[src/mks_pkg.sv]
`default_nettype none
// ----------------------------------------------------------------------------
// mks_pkg
// Shared types, constants and helpers of the 4x4 matrix keypad scanner.
// ----------------------------------------------------------------------------
package mks_pkg;

    localparam logic [3:0]  ALL_HIGH        = 4'hF;
    localparam logic [15:0] DEBOUNCE_RESET  = 16'd20;
    localparam logic [63:0] KEY_MAP_RESET   = 64'hFEDC_BA98_7654_3210;

    // configuration register indexes
    localparam logic [1:0]  CFG_DEBOUNCE    = 2'd0;
    localparam logic [1:0]  CFG_KEY_MAP     = 2'd1;

    typedef enum logic [6:0] {
        PH_IDLE_SCAN    = 7'b000_0001,
        PH_IDLE_SETTLE  = 7'b000_0010,
        PH_HOLD_SCAN    = 7'b000_0100,
        PH_HOLD_SETTLE  = 7'b000_1000,
        PH_REL_WAIT     = 7'b001_0000,
        PH_FINAL_SCAN   = 7'b010_0000,
        PH_FINAL_SETTLE = 7'b100_0000
    } phase_t;

    typedef enum logic [1:0] {
        SCAN_BUSY  = 2'd0,
        SCAN_FOUND = 2'd1,
        SCAN_NONE  = 2'd2
    } scan_res_t;

    typedef enum logic [1:0] {
        BASE_IDLE  = 2'd0,
        BASE_HOLD  = 2'd1,
        BASE_FINAL = 2'd2
    } scan_base_t;

    typedef struct packed {
        phase_t      phase;
        logic [1:0]  row;
        logic [15:0] settle;
        logic [3:0]  held;
    } scan_state_t;

    typedef struct packed {
        logic [3:0] row_drive;
        logic       key_valid;
        logic [3:0] key_code;
    } scan_result_t;

    function automatic logic [3:0] code_of(input logic [63:0] key_map,
                                           input logic [3:0]  idx);
        code_of = key_map[{idx, 2'b00} +: 4];
    endfunction

endpackage
`default_nettype wire

[src/mks_step.sv]
`default_nettype none
// ----------------------------------------------------------------------------
// mks_step
// Next-state and result logic for one column sample of the keypad scanner.
// ----------------------------------------------------------------------------
module mks_step
    import mks_pkg::*;
(
    input  scan_state_t  cur,
    input  logic [3:0]   column_levels,
    input  logic [15:0]  debounce_ticks,
    input  logic [63:0]  key_map,
    output scan_state_t  nxt,
    output scan_result_t res
);

    always_comb
    begin
        logic       run;
        logic       in_scan;
        scan_base_t base;
        phase_t     ph_scan;
        phase_t     ph_settle;
        logic [1:0] row;
        logic [3:0] lows;
        logic [1:0] col;
        logic       one_low;
        logic [3:0] idx;
        scan_res_t  r;

        nxt       = cur;
        res.key_valid = 1'b0;
        res.key_code  = 4'd0;
        run       = 1'b1;
        in_scan   = 1'b1;
        base      = BASE_IDLE;
        row       = cur.row;
        r         = SCAN_BUSY;
        lows      = ~column_levels;
        idx       = 4'd0;

        case (cur.phase)
            PH_IDLE_SCAN:
            begin
                in_scan = 1'b1;
                base    = BASE_IDLE;
            end
            PH_IDLE_SETTLE:
            begin
                in_scan = 1'b0;
                base    = BASE_IDLE;
            end
            PH_HOLD_SCAN:
            begin
                in_scan = 1'b1;
                base    = BASE_HOLD;
            end
            PH_HOLD_SETTLE:
            begin
                in_scan = 1'b0;
                base    = BASE_HOLD;
            end
            PH_FINAL_SCAN:
            begin
                in_scan = 1'b1;
                base    = BASE_FINAL;
            end
            PH_FINAL_SETTLE:
            begin
                in_scan = 1'b0;
                base    = BASE_FINAL;
            end
            PH_REL_WAIT:
            begin
                if (cur.settle != 16'd0)
                begin
                    nxt.settle = cur.settle - 16'd1;
                    run        = 1'b0;
                end
                else
                begin
                    // wait over: final scan starts this tick at row 0
                    in_scan = 1'b1;
                    base    = BASE_FINAL;
                    row     = 2'd0;
                    nxt.row = 2'd0;
                end
            end
            default:
            begin
                nxt.phase = PH_IDLE_SCAN;
                nxt.row   = 2'd0;
                run       = 1'b0;
            end
        endcase

        case (base)
            BASE_HOLD:
            begin
                ph_scan   = PH_HOLD_SCAN;
                ph_settle = PH_HOLD_SETTLE;
            end
            BASE_FINAL:
            begin
                ph_scan   = PH_FINAL_SCAN;
                ph_settle = PH_FINAL_SETTLE;
            end
            default:
            begin
                ph_scan   = PH_IDLE_SCAN;
                ph_settle = PH_IDLE_SETTLE;
            end
        endcase

        case (lows)
            4'b0001: begin col = 2'd0; one_low = 1'b1; end
            4'b0010: begin col = 2'd1; one_low = 1'b1; end
            4'b0100: begin col = 2'd2; one_low = 1'b1; end
            4'b1000: begin col = 2'd3; one_low = 1'b1; end
            default: begin col = 2'd0; one_low = 1'b0; end
        endcase

        if (run)
        begin
            logic advance;
            advance = 1'b0;
            nxt.phase = in_scan ? ph_scan : ph_settle;
            if (in_scan)
            begin
                if (column_levels != ALL_HIGH)
                begin
                    nxt.phase  = ph_settle;
                    nxt.settle = debounce_ticks;
                end
                else
                begin
                    advance = 1'b1;
                end
            end
            else if (cur.settle != 16'd0)
            begin
                nxt.settle = cur.settle - 16'd1;
            end
            else
            begin
                nxt.phase = ph_scan;
                if (one_low)
                begin
                    idx     = {row, col};
                    nxt.row = 2'd0;
                    r       = SCAN_FOUND;
                end
                else
                begin
                    advance = 1'b1;
                end
            end

            if (advance)
            begin
                if (row == 2'd3)
                begin
                    nxt.row = 2'd0;
                    r       = SCAN_NONE;
                end
                else
                begin
                    nxt.row = row + 2'd1;
                end
            end

            case (base)
                BASE_HOLD:
                begin
                    if (r == SCAN_FOUND &&
                        code_of(key_map, idx) == code_of(key_map, cur.held))
                    begin
                        nxt.phase = PH_HOLD_SCAN;
                        nxt.row   = 2'd0;
                    end
                    else if (r != SCAN_BUSY)
                    begin
                        nxt.phase  = PH_REL_WAIT;
                        nxt.settle = debounce_ticks;
                        nxt.row    = 2'd0;
                    end
                end
                BASE_FINAL:
                begin
                    if (r == SCAN_NONE)
                    begin
                        res.key_valid = 1'b1;
                        res.key_code  = code_of(key_map, cur.held);
                    end
                    if (r != SCAN_BUSY)
                    begin
                        nxt.phase = PH_IDLE_SCAN;
                        nxt.row   = 2'd0;
                    end
                end
                default:
                begin
                    if (r == SCAN_FOUND)
                    begin
                        nxt.held  = idx;
                        nxt.phase = PH_HOLD_SCAN;
                        nxt.row   = 2'd0;
                    end
                end
            endcase
        end

        res.row_drive = ~(4'b0001 << nxt.row);
    end

endmodule
`default_nettype wire

[src/matrix_keypad_scanner.sv]
`default_nettype none
// ----------------------------------------------------------------------------
// matrix_keypad_scanner
// 4x4 key matrix scanner with debounce, release detection and a code map.
// ----------------------------------------------------------------------------
// The result of an accepted input transaction is registered in the output register.
// Throughput: one transaction per cycle unless out_ready stalls it; the state
//   update is a single pass of the step logic from state to output register.
// Reset (rst_n, async): idle scanning at row 0, debounce 20, identity map.
// ----------------------------------------------------------------------------
module matrix_keypad_scanner
    import mks_pkg::*;
(
    input  wire logic        clk,
    input  wire logic        rst_n,
    input  wire logic        cfg_we,
    input  wire logic [1:0]  cfg_index,
    input  wire logic [63:0] cfg_data,
    input  wire logic        in_valid,
    output logic             in_ready,
    input  wire logic [3:0]  column_levels,
    output logic             out_valid,
    input  wire logic        out_ready,
    output logic [3:0]       row_drive,
    output logic             key_valid,
    output logic [3:0]       key_code
);

    logic [15:0]  debounce_reg;
    logic [63:0]  key_map_reg;
    scan_state_t  state_reg;
    scan_state_t  state_next;
    scan_result_t result_next;
    scan_result_t result_reg;
    logic         out_valid_reg;
    logic         in_fire;

    assign in_ready = !out_valid_reg || out_ready;
    assign in_fire  = in_valid && in_ready;

    always_ff @(posedge clk or negedge rst_n)
    begin
        if (!rst_n)
        begin
            debounce_reg <= DEBOUNCE_RESET;
            key_map_reg  <= KEY_MAP_RESET;
        end
        else if (cfg_we)
        begin
            case (cfg_index)
                CFG_DEBOUNCE: debounce_reg <= cfg_data[15:0];
                CFG_KEY_MAP:  key_map_reg  <= cfg_data;
                default:      ;
            endcase
        end
    end

    mks_step u_step (
        .cur            (state_reg),
        .column_levels  (column_levels),
        .debounce_ticks (debounce_reg),
        .key_map        (key_map_reg),
        .nxt            (state_next),
        .res            (result_next)
    );

    always_ff @(posedge clk or negedge rst_n)
    begin
        if (!rst_n)
        begin
            state_reg.phase  <= PH_IDLE_SCAN;
            state_reg.row    <= 2'd0;
            state_reg.settle <= 16'd0;
            state_reg.held   <= 4'd0;
            out_valid_reg    <= 1'b0;
        end
        else
        begin
            if (in_fire)
            begin
                state_reg     <= state_next;
                out_valid_reg <= 1'b1;
            end
            else if (out_ready)
            begin
                out_valid_reg <= 1'b0;
            end
        end
    end

    // payload register, no reset
    always_ff @(posedge clk)
    begin
        if (in_fire)
        begin
            result_reg <= result_next;
        end
    end

    assign out_valid = out_valid_reg;
    assign row_drive = result_reg.row_drive;
    assign key_valid = result_reg.key_valid;
    assign key_code  = result_reg.key_code;

`ifndef NO_ASSERTIONS
    // a release is only reported out of the final scan
    a_valid_from_final: assert property (@(posedge clk) disable iff (!rst_n)
        in_fire && result_next.key_valid |->
            (state_reg.phase == PH_FINAL_SCAN || state_reg.phase == PH_FINAL_SETTLE ||
             state_reg.phase == PH_REL_WAIT))
        else $error("key_valid outside final scan");

    a_idle_after_emit: assert property (@(posedge clk) disable iff (!rst_n)
        in_fire && result_next.key_valid |=> state_reg.phase == PH_IDLE_SCAN)
        else $error("scanner not idle after key release");

    a_one_row_driven: assert property (@(posedge clk) disable iff (!rst_n)
        out_valid_reg |-> $countones(result_reg.row_drive) == 3)
        else $error("row_drive does not select exactly one row");

    a_code_zero_idle: assert property (@(posedge clk) disable iff (!rst_n)
        out_valid_reg && !result_reg.key_valid |-> result_reg.key_code == 4'd0)
        else $error("key_code set without key_valid");
`endif

endmodule
`default_nettype wire

[config.mk]
export PLATFORM = sky130hd
export DESIGN_NAME = matrix_keypad_scanner
export DESIGN_NICKNAME = d
export VERILOG_FILES = /design/src/mks_pkg.sv /design/src/mks_step.sv /design/src/matrix_keypad_scanner.sv
export SDC_FILE = /design/constraint.sdc
export NUM_CORES = 1
export LEC_CHECK = 0
export ABC_AREA = 0
export BUFFER_PORTS_ARGS = -buffer_cell sky130_fd_sc_hd__buf_4
export CORE_ASPECT_RATIO = 0.9
export CORE_MARGIN = 4
export CORE_UTILIZATION = 38
export CTS_CLUSTER_DIAMETER = 50
export CTS_CLUSTER_SIZE = 24
export DETAILED_ROUTE_END_ITERATION = 12
export PLACE_DENSITY = 0.62
export SYNTH_ARGS = -nofsm -noshare
export SYNTH_HDL_FRONTEND = slang
export SYNTH_HIERARCHICAL = 1
export SYNTH_SLANG_ARGS = --single-unit
[constraint.sdc]
create_clock -name clk -period 4.8 [get_ports clk]
set_input_delay 0.48 -clock clk [delete_from_list [all_inputs] [get_ports clk]]
set_output_delay 0.48 -clock clk [all_outputs]
set_load 0.01 [all_outputs]
# --- After elaboration in Yosys (flattened, before gate mapping) ---
# Cells that the tools add are included.
op_classes:
  addsub: 2
  muxes: 53
  n_bitwise: 3
  n_eq_ne: 20
  n_reduce_logical: 21
  shift: 3
ops:
  columns: ["cell", "n"]
  rows:
  - ["64-bit by 7-bit variable part select with 4-bit output", 2]
  - ["16-bit 2-to-1 mux", 7]
  - ["9-bit 2-to-1 mux", 4]
  - ["29-bit 2-to-1 mux", 1]
  - ["7-bit 2-to-1 mux", 4]
  - ["25-bit 2-to-1 mux", 1]
  - ["2-bit 2-to-1 mux", 12]
  - ["4-bit 2-to-1 mux", 6]
  - ["9-bit one-hot mux with 2 select lines", 1]
  - ["16-bit nonzero test", 1]
  - ["16-bit by 1-bit subtractor with 16-bit output (second input constant)", 1]
  - ["7-bit one-hot mux with 2 select lines", 1]
  - ["2-bit one-hot mux with 3 select lines", 2]
  - ["6-bit one-hot mux with 2 select lines", 1]
  - ["1-bit 2-to-1 mux", 10]
  - ["4-bit NOT", 2]
  - ["2-bit AND reduction", 4]
  - ["7-bit by 1-bit == test with 1-bit output (second input constant)", 1]
  - ["7-bit by 2-bit == test with 1-bit output (second input constant)", 1]
  - ["7-bit by 3-bit == test with 1-bit output (second input constant)", 1]
  - ["7-bit by 4-bit == test with 1-bit output (second input constant)", 1]
  - ["7-bit by 5-bit == test with 1-bit output (second input constant)", 1]
  - ["7-bit by 6-bit == test with 1-bit output (second input constant)", 1]
  - ["7-bit == test (second input constant)", 1]
  - ["other kinds (27)", 35]
word_totals:
  wordCells: 112
  register_bits: 119
  output_inout_bits: 11
  input_bits: 75

# --- Depth between registers and ports, before layout ---
logic_depth:
  ltp_word: 17
  depth_mapped: 17
  depth_no_buf: 16

# --- Modules after synthesis ---
# Netlist, hierarchy kept.
by_module_without_submodules:
  columns: ["mod", "seq_area_each_um2", "n_inst", "area_per_inst_um2", "cells_each"]
  rows:
  - ["matrix_keypad_scanner", 3066.7, 1, 4730.8, 245]
  - ["mks_step", 0.0, 1, 2974.1, 427]

# --- Worst setup path before layout ---
# OpenSTA, ideal clock, no wires.
synth_timing:
  path_type: "reg2reg"
  from: "register state_reg[4] (netlist bit)"
  to: "register result_reg (netlist bit row_drive[0]), data pin"
  setup_time_ns: 0.259
  period_less_slack_ns: 3.588
  path_buffers: 2
  arrival_ns: 3.329
  path_slack_ns: 1.212
  required_time_ns: 4.541
  stages_incl_launch_ff: 15
  path_cell_list: "dfrtp_1 inv_1 ha_1 nor3b_2 nand3_2 nor2_1 clkbuf_1 a21oi_1 nand2b_1 ha_1 clkbuf_1 o41ai_4 o21ai_0 a31o_2 or2_1"
synth_rtl:
  columns: ["item", "line_no", "source"]
  rows:
  - ["start: declaration", "matrix_keypad_scanner.sv:31", "scan_state_t state_reg;"]
  - ["start signal: assignment", "matrix_keypad_scanner.sv:81", "state_reg <= state_next;"]
  - ["end signal: assignment", "matrix_keypad_scanner.sv:96", "result_reg <= result_next;"]
  - ["end: declaration", "matrix_keypad_scanner.sv:34", "scan_result_t result_reg;"]

==> results_tabular.tex <==
\begin{tabular}{lr}
\hline
Metric & Value \\
\hline
\multicolumn{2}{l}{\textbf{Run status}} \\
\quad Run status & complete, no violations \\
\multicolumn{2}{l}{\textbf{Route}} \\
\quad Top routing layer in use & met4 \\
\quad DRC & 0 \\
\quad Met1 routed wirelength after detailed routing & 9870 µm \\
\quad Length of the first detailed-routing pass in iterations & 5 \\
\quad Avg Vias per Cell & 5.77 \\
\quad WL met2 & 8770 µm \\
\quad Overall routed net length & 20700 µm \\
\quad Initial drt markers & 635 \\
\quad WL per Instance & 20.5 µm \\
\quad Antenna-violating nets left & 0 \\
\quad Vias post-DR & 5845 \\
\quad Met3 Routed Length & 1720 µm \\
\multicolumn{2}{l}{\textbf{Final layout}} \\
\quad Final instance area & 9010 µm² \\
\quad Proportion of layout cells with a drive suffix above 1 & 42.0\% \\
\quad Layout overhead on the synthesized area & 17.0\% \\
\quad Number of flip-flops under the largest register name & 64 \\
\quad Leading cell type in the layout, fill and taps excluded & sky130\_fd\_sc\_hd\_\_buf\_4 \\
\quad Top library cells by usage in the layout, fill and taps aside & sky130\_fd\_sc\_hd\_\_buf\_4 (99), sky130\_fd\_sc\_hd\_\_dfrtp\_1 (75), sky130\_fd\_sc\_hd\_\_mux2\_4 (60), sky130\_fd\_sc\_hd\_\_mux2\_2 (53), sky130\_fd\_sc\_hd\_\_nand2\_1 (51) \\
\quad N\_diodes & 0 \\
\quad Layout Nets & 825 \\
\quad Post-route insts no fill & 1013 \\
\multicolumn{2}{l}{\textbf{Synthesis}} \\
\quad Synth Flop Type & sky130\_fd\_sc\_hd\_\_dfrtp\_1 \\
\quad EDFF count, synth & 9 \\
\quad Sequential area share after synthesis & 39.8\% \\
\quad Fraction of synthesis flops using an asynchronous set or reset pin & 92.4\% \\
\quad Post-Syn Nets & 752 \\
\quad Yosys warnings & 6 \\
\quad Post-synthesis cell count & 672 \\
\quad Mean post-synth cell area & 11.5 µm² \\
\quad Synth unique cells & 69 \\
\quad Synthesis-stage register bit count & 119 \\
\quad Post-Synthesis Cell Area & 7700 µm² \\
\multicolumn{2}{l}{\textbf{Critical path}} \\
\quad CP startpoint & state\_reg[4] \\
\quad Crit path kind & reg -> reg \\
\quad Arrival time reported for the critical path endpoint & 4.57 ns \\
\quad Required time of the worst setup path & 5.11 ns \\
\quad FF-to-FF setup slack & 0.54 ns \\
\quad Critical Path Max Stage Delay & 0.68 ns \\
\quad Peak fanout along the critical path & 12 \\
\quad Cells traversed along the worst timing path & inv\_1 > ha\_1 > nor3b\_2 > nand3\_2 > nor2\_1 > nand3\_1 > nor4\_1 > o2bb2ai\_2 > o21ai\_1 > buf\_4 > and2\_1 > o221ai\_1 > mux2\_2 \\
\quad Sum of buffers and inverters on the critical path & 2 \\
\quad Family of cells with the greatest summed delay on the critical path & simple AND/OR/NAND/NOR gates \\
\quad Depth of the worst register-to-register path & 13 \\
\quad R2r endpoint & state\_reg[13] \\
\quad Capture point of the worst path & state\_reg[13] \\
\quad Slowest cell on the critical path & sky130\_fd\_sc\_hd\_\_nor2\_1 \\
\quad Crit Reg-Reg Startpoint & state\_reg[4] \\
\quad Number of stages on the worst setup path & 13 \\
\quad Startpoint type of the worst setup path & register \\
\quad Crit. End Element & register \\
\multicolumn{2}{l}{\textbf{Clock tree}} \\
\quad Number of H-tree branching levels & 4 \\
\quad \# hold bufs at CTS & 0 \\
\quad Clk Latency, worst-skew pair & 0.43 ns \\
\quad Num CTS Buffers & 17 \\
\quad Clock Path Buffers & 2 \\
\quad Clock transition at the registers of the reported paths & 0.06 ns \\
\quad Count of buffers added by post-CTS timing repair for setup & 0 \\
\quad CTS root buf & sky130\_fd\_sc\_hd\_\_clkbuf\_16 \\
\quad Count of clock tree sinks & 119 \\
\quad Quantity of gates resized following cts & 0 \\
\quad CTS tree & done \\
\multicolumn{2}{l}{\textbf{Global routing}} \\
\quad Overall Global Routing Usage & 18.8\% \\
\quad Largest net degree at the start of global routing & 70 \\
\quad First-pass GRT wire length & 32700 µm \\
\quad Antenna violations before repair & 0 \\
\quad Number of global-route vias before repair & 5599 \\
\quad Global-route congestion overflow total & 0 \\
\multicolumn{2}{l}{\textbf{Power and ir drop}} \\
\quad Total power per unit cell area & 456 nW/µm² \\
\quad Leakage Power & 3.83 nW \\
\quad Clock network fraction of design power & 29.6\% \\
\quad Cell-internal power & 0.00268 W \\
\quad Sequential Power Share & 37.9\% \\
\quad Switch share & 34.9\% \\
\quad Switching power & 0.00144 W \\
\quad Tot Pwr & 0.00411 W \\
\quad Portion of total power attributed to combinational logic & 32.6\% \\
\quad Worst voltage drop across the vdd grid & 0.000231 V \\
\multicolumn{2}{l}{\textbf{Die}} \\
\quad IO Count & 86 \\
\quad Overall die width & 158 µm \\
\quad Initial Utilization & 38.7\% \\
\quad Core area & 19900 µm² \\
\quad Core Rows & 49 \\
\quad Die Outline Area & 22600 µm² \\
\quad Height of the chip & 143 µm \\
\multicolumn{2}{l}{\textbf{Worst hold path}} \\
\quad Worst hold path type & in -> async \\
\multicolumn{2}{l}{\textbf{STA}} \\
\quad Final critical-path required period & 4.26 ns \\
\quad Final setup TNS & 0 ns \\
\quad Max Clock Skew & 0.0103 ns \\
\quad RSZ-0062 raised after global routing & false \\
\quad Final period util & 88.7\% \\
\quad Slew Limit Fails & 0 \\
\quad Transition time at the pin with the least slew margin & 0.954 ns \\
\quad Worst slew margin relative to its limit & 36.2\% \\
\quad Final hold violation count & 0 \\
\quad Upper clock frequency limit & 235 MHz \\
\quad Fin worst setup slack & 0.543 ns \\
\quad Endpoints failing setup & 0 \\
\multicolumn{2}{l}{\textbf{Placed design}} \\
\quad Number of buffers inserted by port buffering & 85 \\
\quad Placer congestion estimate & 0.972 \\
\quad Cells after DPL & 981 \\
\quad Minimum setup slack after placement & 0.604 ns \\
\quad Dpl hpwl & 15100 µm \\
\quad Post-DP Area & 8460 µm² \\
\multicolumn{2}{l}{\textbf{Run}} \\
\quad Max cap viols & 0 \\
\hline
\end{tabular}
==> worst register-to-register path, stage by stage (launching register included) <==
cell and delay [ns]:
sky130_fd_sc_hd__dfrtp_1 0.41, sky130_fd_sc_hd__inv_1 0.11, sky130_fd_sc_hd__ha_1 0.22, sky130_fd_sc_hd__nor3b_2 0.27, sky130_fd_sc_hd__nand3_2 0.17, sky130_fd_sc_hd__nor2_1 0.68, sky130_fd_sc_hd__nand3_1 0.38, sky130_fd_sc_hd__nor4_1 0.44
sky130_fd_sc_hd__o2bb2ai_2 0.13, sky130_fd_sc_hd__o21ai_1 0.22, sky130_fd_sc_hd__buf_4 0.23, sky130_fd_sc_hd__and2_1 0.43, sky130_fd_sc_hd__o221ai_1 0.19, sky130_fd_sc_hd__mux2_2 0.28
==> area by class of cell <==
| type | instances | area, µm² |
|---|---|---|
| clock buffers | 19 | 433 |
| well taps | 255 | 319 |
| fillers | 1841 | 10900 |
| inverters | 7 | 26.3 |
| flip-flops and latches | 119 | 3070 |
| clock inverters | 13 | 124 |
| multi-input cells | 501 | 4300 |
| repair buffers | 99 | 743 |
==> per-layer routing <==
layer | vias up | GRT usage, %
met5 | - | 0
met4 | 0 | 6.64
met3 | 27 | 5.30
met2 | 256 | 25.5
met1 | 2879 | 28.6
li1 | 2683 | -
==> worst min-delay path by stage <==
| stage | start | endpoint | slack [ns] | cells after the start |
|---|---|---|---|---|
| finish | rst_n | key_map_reg[1] | 0.17 | 1 |
| CTS | rst_n | key_map_reg[1] | 0.21 | 1 |
| global placement | debounce_reg[9] | debounce_reg[9] | 0.50 | 1 |
| global route | rst_n | key_map_reg[1] | 0.25 | 1 |
| detailed placement | debounce_reg[9] | debounce_reg[9] | 0.50 | 1 |
| floorplan | rst_n | debounce_reg[0] | 0.18 | 0 |
==> synth_stat cells, drive strengths merged, types with 2 or more instances <==
cell,count,area [µm²]
xnor2,16,140
mux4,20,450
o31ai,2,15.0
a32o,3,30.0
or2,3,18.8
and2,11,68.8
nor3b,3,43.8
nand2b,12,75.1
inv,7,26.3
and3,5,31.3
o21a,4,30.0
dfrtp,75,1880
o21bai,2,15.0
a211oi,5,37.5
buf,25,241
nor2,43,161
or4,2,15.0
a21oi,27,135
nand2,51,191
a21boi,2,15.0
a221oi,5,43.8
nor3,17,90.1
o211a,3,30.0
o211ai,7,62.6
o221ai,8,70.1
o41ai,5,70.1
mux2i,8,80.1
o21ai,29,145
dfstp,35,920
nand4,2,12.5
xor2,8,70.1
ha,5,62.6
nand3,12,70.1
o22ai,20,125
nand4b,2,17.5
mux2,113,1500
nor4,11,105
o22a,2,17.5
edfxtp,9,270
nand3b,2,15.0
clkbuf,20,75.1
or3,7,43.8
a22oi,3,22.5
a31o,3,26.3
a31oi,10,62.6
==> power by group through the flow <==
stage               sequential [W]  combinational (W)  clock, W
floorplan                  0.00145            0.00105         0
global placement           0.00156            0.00131         0
detailed placement         0.00156            0.00132         0
CTS                        0.00155            0.00133   0.00124
global route               0.00159            0.00146   0.00129
finish                     0.00156            0.00134   0.00122
==> metrics by stage <==
stage	hold slack, ns	util [%]
2_1_floorplan	0.184	-
3_3_place_gp	0.495	42.4
3_5_place_dp	0.498	42.4
4_1_cts	0.213	45.2
5_1_grt	0.248	45.2
6_report	0.169	45.2
==> cell families (layout without fill, tap and decap cells) <==
logic type	Yosys count	count (layout)	share of synthesized area (%)
AOI/OAI and AO/OA	145	145	13.1
xor gates and xnor gates	24	24	2.73
adders and majority gates	5	5	0.812
buffers and inverters	52	138	4.45
DFF	119	119	39.8
muxes	141	141	26.3
and+or+nand+nor	186	186	12.8
Power figures use the tool's default switching activity.
